==> src/lpbu_pkg.sv <==
package lpbu_pkg;

  localparam int SCORE_W   = 9;
  localparam int CFG_W     = 16;
  localparam int CFG_IDX_W = 1;
  localparam int LEVEL_W   = 18;
  localparam int TOTAL_W   = 24;
  localparam int COUNT_W   = 16;
  localparam int STAGES    = 3;

  localparam logic [SCORE_W-1:0] HALF_SCORE = 9'd128;
  localparam logic [TOTAL_W-1:0] TOTAL_MAX  = 24'hFF_FFFF;
  localparam logic [COUNT_W-1:0] COUNT_MAX  = 16'hFFFF;
  localparam logic [CFG_W-1:0]   FACTOR_RESET = 16'd32768;

  localparam logic signed [LEVEL_W-1:0] LEVEL_RESET = 18'sd32768;
  localparam logic signed [LEVEL_W-1:0] LEVEL_MAX   = 18'sd131071;
  localparam logic signed [LEVEL_W-1:0] LEVEL_MIN   = -18'sd131072;

  typedef enum logic [CFG_IDX_W-1:0] {
    CFG_DECAY = 1'b0,
    CFG_GAIN  = 1'b1
  } cfg_reg_t;

  typedef struct packed {
    logic               activated;
    logic [TOTAL_W-1:0] total;
    logic [COUNT_W-1:0] count;
  } stat_t;

  typedef struct packed {
    logic signed [LEVEL_W-1:0] level;
    stat_t                     stat;
  } result_t;

  typedef struct packed {
    logic [STAGES-1:0] stage;
    logic              done;
  } back_status_t;

endpackage

==> src/lpbu_fifo.sv <==
module lpbu_fifo #(
  parameter int WIDTH = 8,
  parameter int DEPTH = 2
) (
  input  logic             clk,
  input  logic             rst_n,
  input  logic             push_i,
  input  logic [WIDTH-1:0] data_i,
  input  logic             pop_i,
  output logic [WIDTH-1:0] data_o,
  output logic             full_o,
  output logic             empty_o
);

  localparam int AW = $clog2(DEPTH);

  logic [WIDTH-1:0] mem_r [DEPTH];
  logic [AW-1:0]    wr_ptr_r, wr_ptr_nxt;
  logic [AW-1:0]    rd_ptr_r, rd_ptr_nxt;
  logic [AW:0]      cnt_r, cnt_nxt;

  always_comb begin
    wr_ptr_nxt = wr_ptr_r;
    rd_ptr_nxt = rd_ptr_r;
    cnt_nxt    = cnt_r;
    if (push_i) begin
      wr_ptr_nxt = (wr_ptr_r == AW'(DEPTH-1)) ? '0 : wr_ptr_r + AW'(1);
    end
    if (pop_i) begin
      rd_ptr_nxt = (rd_ptr_r == AW'(DEPTH-1)) ? '0 : rd_ptr_r + AW'(1);
    end
    if (push_i && !pop_i) begin
      cnt_nxt = cnt_r + (AW+1)'(1);
    end else if (!push_i && pop_i) begin
      cnt_nxt = cnt_r - (AW+1)'(1);
    end
  end

  always_ff @(posedge clk) begin
    if (!rst_n) begin
      wr_ptr_r <= '0;
      rd_ptr_r <= '0;
      cnt_r    <= '0;
    end else begin
      wr_ptr_r <= wr_ptr_nxt;
      rd_ptr_r <= rd_ptr_nxt;
      cnt_r    <= cnt_nxt;
    end
  end

  always_ff @(posedge clk) begin
    if (push_i) begin
      mem_r[wr_ptr_r] <= data_i;
    end
  end

  assign data_o  = mem_r[rd_ptr_r];
  assign full_o  = (cnt_r == (AW+1)'(DEPTH));
  assign empty_o = (cnt_r == '0);

endmodule

==> src/lpbu_front.sv <==
module lpbu_front #(
  parameter int HALF_WINDOW = 5,
  parameter int SUM_W       = 12,
  parameter int DIFF_W      = 13
) (
  input  logic                                clk,
  input  logic                                rst_n,
  input  logic                                accept_i,
  input  logic [lpbu_pkg::SCORE_W-1:0]        score_i,
  output logic signed [DIFF_W-1:0]            diff_o,
  output lpbu_pkg::stat_t                     stat_o
);

  localparam int WIN_LEN = 2 * HALF_WINDOW;
  localparam logic [SUM_W-1:0] SUM_RESET = SUM_W'(HALF_WINDOW * 128);

  logic [lpbu_pkg::SCORE_W-1:0] win_r [WIN_LEN];
  logic [SUM_W-1:0]             recent_r, recent_nxt;
  logic [SUM_W-1:0]             older_r, older_nxt;
  lpbu_pkg::stat_t              stat_r, stat_nxt;
  logic [lpbu_pkg::TOTAL_W:0]   total_sum;
  logic [lpbu_pkg::SCORE_W-1:0] moving;
  logic [lpbu_pkg::SCORE_W-1:0] oldest;

  assign moving = win_r[HALF_WINDOW-1];
  assign oldest = win_r[WIN_LEN-1];

  always_comb begin
    recent_nxt = recent_r + SUM_W'(score_i) - SUM_W'(moving);
    older_nxt  = older_r + SUM_W'(moving) - SUM_W'(oldest);
    total_sum  = {1'b0, stat_r.total} + (lpbu_pkg::TOTAL_W+1)'(score_i);
    stat_nxt.activated = stat_r.activated || (score_i >= lpbu_pkg::HALF_SCORE);
    stat_nxt.total = total_sum[lpbu_pkg::TOTAL_W] ? lpbu_pkg::TOTAL_MAX
                                                  : total_sum[lpbu_pkg::TOTAL_W-1:0];
    stat_nxt.count = (stat_r.count == lpbu_pkg::COUNT_MAX) ? stat_r.count
                                                           : stat_r.count + 16'd1;
  end

  always_ff @(posedge clk) begin
    if (!rst_n) begin
      for (int i = 0; i < WIN_LEN; i++) begin
        win_r[i] <= lpbu_pkg::HALF_SCORE;
      end
      recent_r <= SUM_RESET;
      older_r  <= SUM_RESET;
      stat_r   <= '0;
    end else if (accept_i) begin
      win_r[0] <= score_i;
      for (int i = 1; i < WIN_LEN; i++) begin
        win_r[i] <= win_r[i-1];
      end
      recent_r <= recent_nxt;
      older_r  <= older_nxt;
      stat_r   <= stat_nxt;
    end
  end

  assign diff_o = $signed({1'b0, recent_nxt}) - $signed({1'b0, older_nxt});
  assign stat_o = stat_nxt;

endmodule

==> src/lpbu_back.sv <==
module lpbu_back #(
  parameter int HALF_WINDOW = 5,
  parameter int DIFF_W      = 13,
  parameter int DS_W        = 19
) (
  input  logic                                clk,
  input  logic                                rst_n,
  input  logic [DS_W-1:0]                     decay_scaled_i,
  input  logic [lpbu_pkg::CFG_W-1:0]          gain_i,
  input  logic                                q_empty_i,
  input  logic signed [DIFF_W-1:0]            q_diff_i,
  input  lpbu_pkg::stat_t                     q_stat_i,
  output logic                                q_pop_o,
  input  logic                                o_full_i,
  output logic                                o_push_o,
  output lpbu_pkg::result_t                   o_data_o,
  output lpbu_pkg::back_status_t              status_o
);

  localparam int P1_W  = DS_W + lpbu_pkg::LEVEL_W + 1;
  localparam int P2_W  = lpbu_pkg::CFG_W + 1 + DIFF_W;
  localparam int ACC_W = DS_W + DIFF_W + 26;
  localparam int A_W   = ACC_W - 16;
  localparam int L     = $clog2(HALF_WINDOW);
  localparam int N     = lpbu_pkg::LEVEL_W + L;
  localparam int K     = N + L;
  localparam longint unsigned RECIP64 =
    ((64'd1 << K) + longint'(HALF_WINDOW) - 64'd1) / longint'(HALF_WINDOW);
  localparam logic [N:0] RECIP = RECIP64[N:0];
  localparam logic signed [ACC_W-1:0] RND = ACC_W'(HALF_WINDOW * 32768);
  localparam logic signed [A_W-1:0]   LIM = A_W'(HALF_WINDOW * 131072);

  logic [lpbu_pkg::STAGES-1:0]       v_r, v_nxt;
  logic signed [lpbu_pkg::LEVEL_W-1:0] level_r;
  logic signed [P1_W-1:0]            p1_r;
  logic signed [P2_W-1:0]            p2_r;
  logic [N-1:0]                      aoff_r;
  logic                              hi2_r, lo2_r, hi3_r, lo3_r;
  logic [2*N:0]                      prod_r;
  lpbu_pkg::stat_t                   stat1_r, stat2_r, stat3_r;

  logic                              start;
  logic signed [ACC_W-1:0]           acc;
  logic signed [A_W-1:0]             a_val;
  logic signed [A_W-1:0]             a_off;
  logic [lpbu_pkg::LEVEL_W-1:0]      q_val;
  logic signed [lpbu_pkg::LEVEL_W-1:0] level_fin;

  assign start = !q_empty_i && (v_r == '0) && !o_full_i;

  always_comb begin
    v_nxt = {v_r[lpbu_pkg::STAGES-2:0], start};
    acc   = ACC_W'(p1_r) + (ACC_W'(p2_r) <<< 8) + RND;
    a_val = acc[ACC_W-1:16];
    a_off = a_val + LIM;
    q_val = prod_r[K+lpbu_pkg::LEVEL_W-1:K];
    if (hi3_r) begin
      level_fin = lpbu_pkg::LEVEL_MAX;
    end else if (lo3_r) begin
      level_fin = lpbu_pkg::LEVEL_MIN;
    end else begin
      level_fin = $signed({~q_val[lpbu_pkg::LEVEL_W-1], q_val[lpbu_pkg::LEVEL_W-2:0]});
    end
  end

  always_ff @(posedge clk) begin
    if (!rst_n) begin
      v_r     <= '0;
      level_r <= lpbu_pkg::LEVEL_RESET;
    end else begin
      v_r <= v_nxt;
      if (v_r[lpbu_pkg::STAGES-1]) begin
        level_r <= level_fin;
      end
    end
  end

  always_ff @(posedge clk) begin
    if (start) begin
      p1_r    <= $signed({1'b0, decay_scaled_i}) * level_r;
      p2_r    <= $signed({1'b0, gain_i}) * q_diff_i;
      stat1_r <= q_stat_i;
    end
    hi2_r   <= (a_val >= LIM);
    lo2_r   <= (a_val < -LIM);
    aoff_r  <= a_off[N-1:0];
    stat2_r <= stat1_r;
    prod_r  <= aoff_r * RECIP;
    hi3_r   <= hi2_r;
    lo3_r   <= lo2_r;
    stat3_r <= stat2_r;
  end

  assign q_pop_o         = start;
  assign o_push_o        = v_r[lpbu_pkg::STAGES-1];
  assign o_data_o.level  = level_fin;
  assign o_data_o.stat   = stat3_r;
  assign status_o.stage  = v_r;
  assign status_o.done   = v_r[lpbu_pkg::STAGES-1];

endmodule

==> src/learning_progress_bandit_update_unit.sv <==
// Learning-progress bandit update unit.
// Input channel: drive in_score and raise push; the item is taken at a clock
// edge where push is high and full is low.
// Result channel: while empty is low, the oldest result sits on out_bandit_level,
// out_activated, out_score_total and out_play_count; raise pop to take it.
// Configuration: cfg_we with cfg_index 0 writes the decay factor, index 1 the
// gain factor, both from cfg_wdata, taking effect on the next item.
// Throughput: the front end takes one item per cycle into a small queue
// while that queue is not full; the level update takes a new item only once
// the previous one has left its pipeline, a limit set by the level recurrence
// loop through its two multiply stages and its saturation step.
// Reset: the score window returns to all 0.5, the level to 0.5, counters and
// the activated flag to zero, both factors to 0.5, and both queues drain.
// When the receiver holds off, results collect in the output queue, the
// update stops, the middle queue fills, and full rises to hold off the sender.
module learning_progress_bandit_update_unit #(
  parameter int HALF_WINDOW = 5,
  parameter int MID_DEPTH   = 4,
  parameter int OUT_DEPTH   = 2
) (
  input  logic                                clk,
  input  logic                                rst_n,
  input  logic                                push,
  output logic                                full,
  input  logic [lpbu_pkg::SCORE_W-1:0]        in_score,
  output logic                                empty,
  input  logic                                pop,
  output logic signed [lpbu_pkg::LEVEL_W-1:0] out_bandit_level,
  output logic                                out_activated,
  output logic [lpbu_pkg::TOTAL_W-1:0]        out_score_total,
  output logic [lpbu_pkg::COUNT_W-1:0]        out_play_count,
  input  logic                                cfg_we,
  input  logic [lpbu_pkg::CFG_IDX_W-1:0]      cfg_index,
  input  logic [lpbu_pkg::CFG_W-1:0]          cfg_wdata
);

  localparam int SUM_W  = $clog2(HALF_WINDOW * 511 + 1);
  localparam int DIFF_W = SUM_W + 1;
  localparam int DS_W   = $clog2(65535 * HALF_WINDOW + 1);
  localparam int STAT_W = $bits(lpbu_pkg::stat_t);
  localparam int MID_W  = DIFF_W + STAT_W;
  localparam int RES_W  = $bits(lpbu_pkg::result_t);

  logic [DS_W-1:0]              decay_scaled_r;
  logic [lpbu_pkg::CFG_W-1:0]   gain_r;

  logic                         accept;
  logic signed [DIFF_W-1:0]     f_diff;
  lpbu_pkg::stat_t              f_stat;
  logic [MID_W-1:0]             mid_wdata, mid_rdata;
  logic                         mid_full, mid_empty, mid_pop;
  logic                         o_push, o_full;
  lpbu_pkg::result_t            o_wdata, o_rdata;
  logic [RES_W-1:0]             o_rvec;
  lpbu_pkg::back_status_t       bst;

  always_ff @(posedge clk) begin
    if (!rst_n) begin
      decay_scaled_r <= DS_W'(32768 * HALF_WINDOW);
      gain_r         <= lpbu_pkg::FACTOR_RESET;
    end else if (cfg_we) begin
      if (cfg_index == lpbu_pkg::CFG_DECAY) begin
        decay_scaled_r <= DS_W'(32'(cfg_wdata) * HALF_WINDOW);
      end else if (cfg_index == lpbu_pkg::CFG_GAIN) begin
        gain_r <= cfg_wdata;
      end
    end
  end

  assign accept    = push && !mid_full;
  assign full      = mid_full;
  assign mid_wdata = {f_diff, f_stat};

  lpbu_front #(
    .HALF_WINDOW (HALF_WINDOW),
    .SUM_W       (SUM_W),
    .DIFF_W      (DIFF_W)
  ) u_front (
    .clk      (clk),
    .rst_n    (rst_n),
    .accept_i (accept),
    .score_i  (in_score),
    .diff_o   (f_diff),
    .stat_o   (f_stat)
  );

  lpbu_fifo #(
    .WIDTH (MID_W),
    .DEPTH (MID_DEPTH)
  ) u_mid_q (
    .clk     (clk),
    .rst_n   (rst_n),
    .push_i  (accept),
    .data_i  (mid_wdata),
    .pop_i   (mid_pop),
    .data_o  (mid_rdata),
    .full_o  (mid_full),
    .empty_o (mid_empty)
  );

  lpbu_back #(
    .HALF_WINDOW (HALF_WINDOW),
    .DIFF_W      (DIFF_W),
    .DS_W        (DS_W)
  ) u_back (
    .clk            (clk),
    .rst_n          (rst_n),
    .decay_scaled_i (decay_scaled_r),
    .gain_i         (gain_r),
    .q_empty_i      (mid_empty),
    .q_diff_i       ($signed(mid_rdata[MID_W-1 -: DIFF_W])),
    .q_stat_i       (lpbu_pkg::stat_t'(mid_rdata[STAT_W-1:0])),
    .q_pop_o        (mid_pop),
    .o_full_i       (o_full),
    .o_push_o       (o_push),
    .o_data_o       (o_wdata),
    .status_o       (bst)
  );

  lpbu_fifo #(
    .WIDTH (RES_W),
    .DEPTH (OUT_DEPTH)
  ) u_out_q (
    .clk     (clk),
    .rst_n   (rst_n),
    .push_i  (o_push),
    .data_i  (o_wdata),
    .pop_i   (pop && !empty),
    .data_o  (o_rvec),
    .full_o  (o_full),
    .empty_o (empty)
  );

  assign o_rdata          = lpbu_pkg::result_t'(o_rvec);
  assign out_bandit_level = o_rdata.level;
  assign out_activated    = o_rdata.stat.activated;
  assign out_score_total  = o_rdata.stat.total;
  assign out_play_count   = o_rdata.stat.count;

  a_one_in_flight: assert property (@(posedge clk) disable iff (!rst_n)
    $onehot0(bst.stage))
    else $error("level update holds more than one item");

  a_out_room: assert property (@(posedge clk) disable iff (!rst_n)
    bst.done |-> !o_full)
    else $error("result written into a full output queue");

  a_mid_holds: assert property (@(posedge clk) disable iff (!rst_n)
    accept |=> !mid_empty)
    else $error("accepted item missing from middle queue");

endmodule
==> config.mk <==
export PLATFORM = sky130hd
export DESIGN_NAME = learning_progress_bandit_update_unit
export DESIGN_NICKNAME = d
export VERILOG_FILES = /design/src/lpbu_pkg.sv /design/src/lpbu_fifo.sv /design/src/lpbu_front.sv /design/src/lpbu_back.sv /design/src/learning_progress_bandit_update_unit.sv
export SDC_FILE = /design/constraint.sdc
export NUM_CORES = 2
export LEC_CHECK = 0
export BUFFER_PORTS_ARGS = -buffer_cell sky130_fd_sc_hd__buf_2
export CAP_MARGIN = 20
export CORE_UTILIZATION = 25
export DETAILED_ROUTE_END_ITERATION = 10
export PLACE_DENSITY = 0.38
export SYNTH_ARGS = -nofsm -noshare
export SYNTH_HDL_FRONTEND = slang
export SYNTH_SLANG_ARGS = --single-unit
==> constraint.sdc <==
create_clock -name clk -period 10 [get_ports clk]
set_input_delay 2 -clock clk [delete_from_list [all_inputs] [get_ports clk]]
set_output_delay 2 -clock clk [all_outputs]
set_load 0.005 [all_outputs]
Word-level counts from Yosys, hierarchy flattened
Memory sizes are Yosys's and may differ from the RTL's. A register that Yosys moved wholly into a read port is not among the register bits.
Cells that the tools add are included.
W data, S select, Z words.
{ "classes": {"addsub": 18, "n_mul": 4, "order_cmp": 3, "n_eq_ne": 5, "n_mux": 33, "bitwise_logic": 12, "n_reduce_logical": 24} }
{ "op_table": {"columns": ["cell", "count"], "rows": [
  ["$mux W9", 10],
  ["$ge A42 B21 Y1 const B", 1],
  ["$lt A42 B21 Y1 const B", 1],
  ["$add A39 B19 Y40 const B", 1],
  ["$mul A21 B20 Y40 const B", 1],
  ["$add A38 B38 Y39", 1],
  ["$mul A20 B18 Y38", 1],
  ["$mux W18", 2],
  ["$mul A17 B13 Y30", 1],
  ["$add A24 B9 Y25", 1],
  ["$add A12 B9 Y12", 2],
  ["$mux W24", 1],
  ["$sub A12 B9 Y12", 2],
  ["$add A21 B21 Y21 const B", 1],
  ["$mul A16 B3 Y19 const B", 1],
  ["$add A16 B1 Y16 const B", 1],
  ["$eq A16 B16 Y1 const B", 1],
  ["$mux W16", 1],
  ["$sub A12 B12 Y13", 1],
  ["$mux W2", 6],
  ["$mux W1", 11],
  ["$or A1 B1 Y1", 10],
  ["$ge A9 B8 Y1 const B", 1],
  ["$logic_and A1 B1 Y1", 8],
  ["15 further kinds", 32]
]} }
{ "totals": {"ff_bits": 388, "ramBits": 424, "inputBits": 31, "out_inout_bits": 61, "word_cells": 134, "mem_count": 3} }
{ "memory_table": {"columns": ["memory", "words", "word_bits", "read_ports", "rd_clocked_by_memory_dff", "write_ports", "line_no", "rtl"], "rows": [
  ["u_mid_q.mem_r", 4, 54, 1, 1, 1, "lpbu_fifo.sv:17", "logic [WIDTH-1:0] mem_r [DEPTH];"],
  ["u_out_q.mem_r", 2, 59, 1, 1, 1, "lpbu_fifo.sv:17", null],
  ["u_front.win_r", 10, 9, 10, 0, 10, "lpbu_front.sv:17", "logic [lpbu_pkg::SCORE_W-1:0] win_r [WIN_LEN];"]
]} }

Logic depth before layout (Yosys ltp)
{ "logic_depth": {"depth_word": 7, "mapped_depth": 27, "mapped_depth_nobuf": 26} }

By module
A second synthesis with hierarchy kept.
{ "hier_totals": {"cells_unflattened": 5012, "area_unflattened_um2": 57251.2} }
{ "by_module_without_submodules": {"columns": ["mod", "n_inst", "cells_each", "area_per_inst_um2", "seq_area_each_um2"], "rows": [
  ["lpbu_back", 1, 3305, 33218.1, 5955.7],
  ["lpbu_front", 1, 931, 9098.7, 4003.8],
  ["lpbu_fifo at u_mid_q", 1, 326, 8316.7, 6666.4],
  ["lpbu_fifo at u_out_q", 1, 206, 4519.3, 3643.5],
  ["learning_progress_bandit_update_unit", 1, 244, 2098.3, 700.7]
]} }

Worst setup path before layout
OpenSTA, ideal clock, no wires.
{ "synth_timing": {"path_kind": "reg-to-reg", "from": "reg (tool-made name)", "to": "reg u_back.p2_r[28] (data pin)", "setup_ns": 0.266, "arrival_ns": 7.660, "required_ns": 9.734, "setup_slack_ns": 2.074, "stages_incl_launch_ff": 24, "n_path_buf": 3, "period_less_slack_ns": 7.926, "cell_sequence": "dfxtp_1 clkbuf_1 clkbuf_1 buf_1 o21ai_1 or2_2 fa_1 fa_1 inv_1 fa_1 fa_1 fa_1 fa_1 ha_1 a21o_1 a21oi_1 and2_1 a211oi_1 o41a_1 o21a_1 o21a_1 o21a_1 o41ai_1 xnor2_1"} }
{ "synth_lines": {"columns": ["item", "line_no", "rtl"], "rows": [
  ["end signal, assigned", "lpbu_back.sv:81", "p2_r <= $signed({1'b0, gain_i}) * q_diff_i;"],
  ["end, declared", "lpbu_back.sv:36", "logic signed [P2_W-1:0] p2_r;"]
]} }

==> flow_results.xml <==
<?xml version="1.0" encoding="UTF-8"?>
<metrics>
  <group name="die">
    <metric name="design.core.area" unit="µm²">223000</metric>
    <metric name="dieWidth" unit="µm">477</metric>
    <metric name="num_rows" unit="">173</metric>
    <metric name="die-area" unit="µm²">227000</metric>
    <metric name="num_io_pins" unit="">92</metric>
    <metric name="start_util" unit="%">25.2</metric>
    <metric name="die_h" unit="µm">477</metric>
  </group>
  <group name="timing">
    <metric name="fin_tns_setup" unit="ns">0</metric>
    <metric name="worst-slew-pin-transition" unit="ns">1.02</metric>
    <metric name="clock-skew-final" unit="ns">0.0646</metric>
    <metric name="final_min_period_over_clock_period" unit="%">77.0</metric>
    <metric name="endpoints_failing_hold" unit="">0</metric>
    <metric name="fin_crit" unit="ns">7.70</metric>
    <metric name="setup_repair_after_global_routing_missed_its_margin" unit="">false</metric>
    <metric name="maxSlewViolCount" unit="">0</metric>
    <metric name="max_slew_margin" unit="%">32.0</metric>
    <metric name="timing.final.ws_setup" unit="ns">2.30</metric>
    <metric name="clock.fmax" unit="MHz">130</metric>
    <metric name="final-setup-viol-count" unit="">0</metric>
  </group>
  <group name="detailed_routing">
    <metric name="drt_iter0_drc" unit="">1474</metric>
    <metric name="detail_route.vias_per_cell" unit="">4.20</metric>
    <metric name="met3_length" unit="mm">4.51</metric>
    <metric name="route.final.wire_length" unit="mm">144</metric>
    <metric name="detail_route.drc_violations" unit="">0</metric>
    <metric name="top_layer_used" unit="">met5</metric>
    <metric name="wl_met2" unit="mm">67.5</metric>
    <metric name="detailroute.via_count" unit="">33800</metric>
    <metric name="wirelength_met1" unit="mm">69.0</metric>
    <metric name="first_pass_drt_iterations" unit="">5</metric>
    <metric name="ant_nets" unit="">0</metric>
    <metric name="routedWlPerCell" unit="µm">17.9</metric>
  </group>
  <group name="clock_tree">
    <metric name="cts_tree" unit="">done</metric>
    <metric name="post_cts_resize_count" unit="">0</metric>
    <metric name="worst_setup_hold_path_clk_slew" unit="ns">0.06</metric>
    <metric name="post_cts_repair_setup_buffers" unit="">0</metric>
    <metric name="clock-root-buffer" unit="">clkbuf_16</metric>
    <metric name="cts_num_sinks" unit="">785</metric>
    <metric name="maximum_number_of_buffers_from_clock_root_to_sink" unit="">3</metric>
    <metric name="h-tree-depth" unit="">3</metric>
    <metric name="cts_buffers" unit="">89</metric>
    <metric name="worstSkewPairLatency" unit="ns">0.72</metric>
    <metric name="ctsHoldBuffers" unit="">0</metric>
  </group>
  <group name="yosys">
    <metric name="ys.flop_type" unit="">edfxtp_1</metric>
    <metric name="synth.distinct_cells" unit="">79</metric>
    <metric name="mappedNetlistArea" unit="µm²">56300</metric>
    <metric name="syn_area_per_cell" unit="µm²">11.4</metric>
    <metric name="synth_seq_area_share" unit="%">37.3</metric>
    <metric name="synthesis.yosys.warnings" unit="">0</metric>
    <metric name="synth_enable_flop_cells" unit="">525</metric>
    <metric name="asyncSetResetFlopFracSynth" unit="%">0</metric>
    <metric name="synth_fp_nets" unit="">6155</metric>
    <metric name="synth.ff_latch_count" unit="">785</metric>
    <metric name="postSynthCellCount" unit="">4957</metric>
  </group>
  <group name="setup_path">
    <metric name="reg2reg_to" unit="">u_back.p2_r[28]</metric>
    <metric name="cp_data_required_time" unit="ns">10.40</metric>
    <metric name="worst-setup-path-type" unit="">flop to flop</metric>
    <metric name="worstPathMaxFanout" unit="">26</metric>
    <metric name="cp-end-kind" unit="">flop</metric>
    <metric name="register_to_register_path_setup_slack" unit="ns">2.30</metric>
    <metric name="worstRegToRegCells" unit="">22</metric>
    <metric name="cp-start-kind" unit="">flop</metric>
    <metric name="endpoint" unit="">u_back.p2_r[28]</metric>
    <metric name="worstPathArrival" unit="ns">8.11</metric>
  </group>
  <group name="finish">
    <metric name="finalNonFillerCells" unit="">8050</metric>
    <metric name="area_growth" unit="%">12.2</metric>
    <metric name="most_frequent_standard_cell_in_the_layout_excluding_fill_and_tap_cells" unit="">inv_1</metric>
    <metric name="drive_gt1_share" unit="%">8.54</metric>
    <metric name="layout_common_cells" unit="">inv_1, fa_1, ha_1</metric>
    <metric name="nets" unit="">6193</metric>
  </group>
  <group name="grt">
    <metric name="global_route.overflow_total" unit="">0</metric>
    <metric name="grt_pass1_vias" unit="">36400</metric>
    <metric name="grt_util_all_layers" unit="%">12.9</metric>
    <metric name="grt_pass1_wl" unit="mm">225</metric>
    <metric name="grt_max_degree" unit="">86</metric>
    <metric name="initial_antenna_violation_count" unit="">21</metric>
  </group>
  <group name="placement">
    <metric name="placement.io_buffers" unit="">91</metric>
    <metric name="placement.setup.worst_slack" unit="ns">2.29</metric>
    <metric name="finalWeightedCongestion" unit="">0.809</metric>
    <metric name="dp.cells" unit="">7877</metric>
    <metric name="post-dp-hpwl" unit="mm">110</metric>
  </group>
  <group name="hold_path">
    <metric name="worstHoldPathType" unit="">flop to flop</metric>
  </group>
  <group name="run_status">
    <metric name="status" unit="">complete, no violations</metric>
  </group>
  <group name="flow_run">
    <metric name="max-cap-violations" unit="">0</metric>
  </group>
</metrics>
[cell type report]
| cell class | instances | area, µm² |
|---|---|---|
| Timing Repair Buffer | 129 | 781 |
| Fill cell | 23200 | 160000 |
| Sequential cell | 785 | 21000 |
| Multi-Input combinational cell | 3093 | 31300 |
| Clock inverter | 44 | 520 |
| Antenna cell | 3 | 7.51 |
| Inverter | 897 | 3370 |
| Tap cell | 2975 | 3720 |
| Clock buffer | 124 | 2500 |
[synthesized netlist by cell type, types with 77 or more instances]
| master | instances | area, µm² |
|---|---|---|
| xnor2_1 | 115 | 1010 |
| edfxtp_1 | 525 | 15800 |
| dfxtp_1 | 260 | 5200 |
| fa_1 | 595 | 11900 |
| ha_1 | 572 | 7160 |
| and2_1 | 284 | 1780 |
| nor2_1 | 203 | 762 |
| nand2_1 | 425 | 1600 |
| and3_1 | 77 | 482 |
| a21oi_1 | 168 | 841 |
| inv_1 | 896 | 3360 |
| clkbuf_1 | 161 | 604 |
[state kept, by name, indices dropped and copies added, names as in the netlist, 18 cells and up, named ones only]
register	flops
decay_scaled_r	19
u_back.aoff_r	21
u_back.level_r	18
u_back.o_data_o	41
u_back.p1_r	30
u_back.p2_r	30
u_back.prod_r	18
u_back.stat1_r	41
u_back.stat2_r	41
u_front.stat_r	41
u_front.win_r	90
u_mid_q.mem_r	216
u_out_q.mem_r	118
[stage by stage]
step,instance area (µm²),utilization [%],hold WS (ns)
5_1_grt,63200,28.3,0.328
4_1_cts,63100,28.3,0.325
3_5_place_dp,60100,27.0,0.312
6_report,63200,28.3,0.320
2_1_floorplan,56300,-,0.310
3_3_place_gp,60100,27.0,0.310
[metal layers]
metal | track usage (%) | up-vias
met1 | 17.8 | 17000
met4 | 2.68 | 6
met2 | 21.4 | 426
met5 | 0 | -
li1 | - | 16200
met3 | 1.89 | 157
[worst max-delay path, stage by stage (launching register included)]
cell	delay [ns]
dfxtp_2	0.85
mux2_2	0.29
o21ai_1	0.06
buf_4	0.23
or2_2	0.31
fa_1	0.52
fa_1	0.54
inv_1	0.05
fa_1	0.51
fa_1	0.52
fa_1	0.51
fa_1	0.49
ha_1	0.36
a21o_1	0.17
a21oi_1	0.23
and2_1	0.18
a211oi_1	0.13
o41a_1	0.43
o21a_1	0.19
o21a_1	0.18
o21a_1	0.18
o41ai_1	0.31
xnor2_1	0.10
[cell families (layout without fill, tap and decap cells)]
family | after synthesis | count (layout) | synth area share, %
flops | 785 | 785 | 37.3
buf+inv | 1079 | 1194 | 7.20
fa+ha+maj | 1167 | 1167 | 33.9
mux | 129 | 129 | 3.63
other cells | 0 | 3 | 0
compound gates | 441 | 441 | 5.07
xor+xnor | 176 | 176 | 2.74
simple gates | 1180 | 1180 | 10.2
[how the worst min path moves through the flow]
stage	from	end	slack [ns]	cells after the start
2_1_floorplan	u_back.hi2_r	u_back.hi3_r	0.31	0
3_3_place_gp	u_back.stat2_r[5]	u_back.o_data_o[5]	0.31	0
3_5_place_dp	u_back.stat2_r[31]	u_back.o_data_o[31]	0.31	0
4_1_cts	u_back.hi2_r	u_back.hi3_r	0.32	0
5_1_grt	u_back.stat2_r[5]	u_back.o_data_o[5]	0.33	0
6_report	u_back.stat2_r[31]	u_back.o_data_o[31]	0.32	0
Power is not shown: default switching activity piles up to over one toggle a cycle in this logic, so the estimate is an artifact.
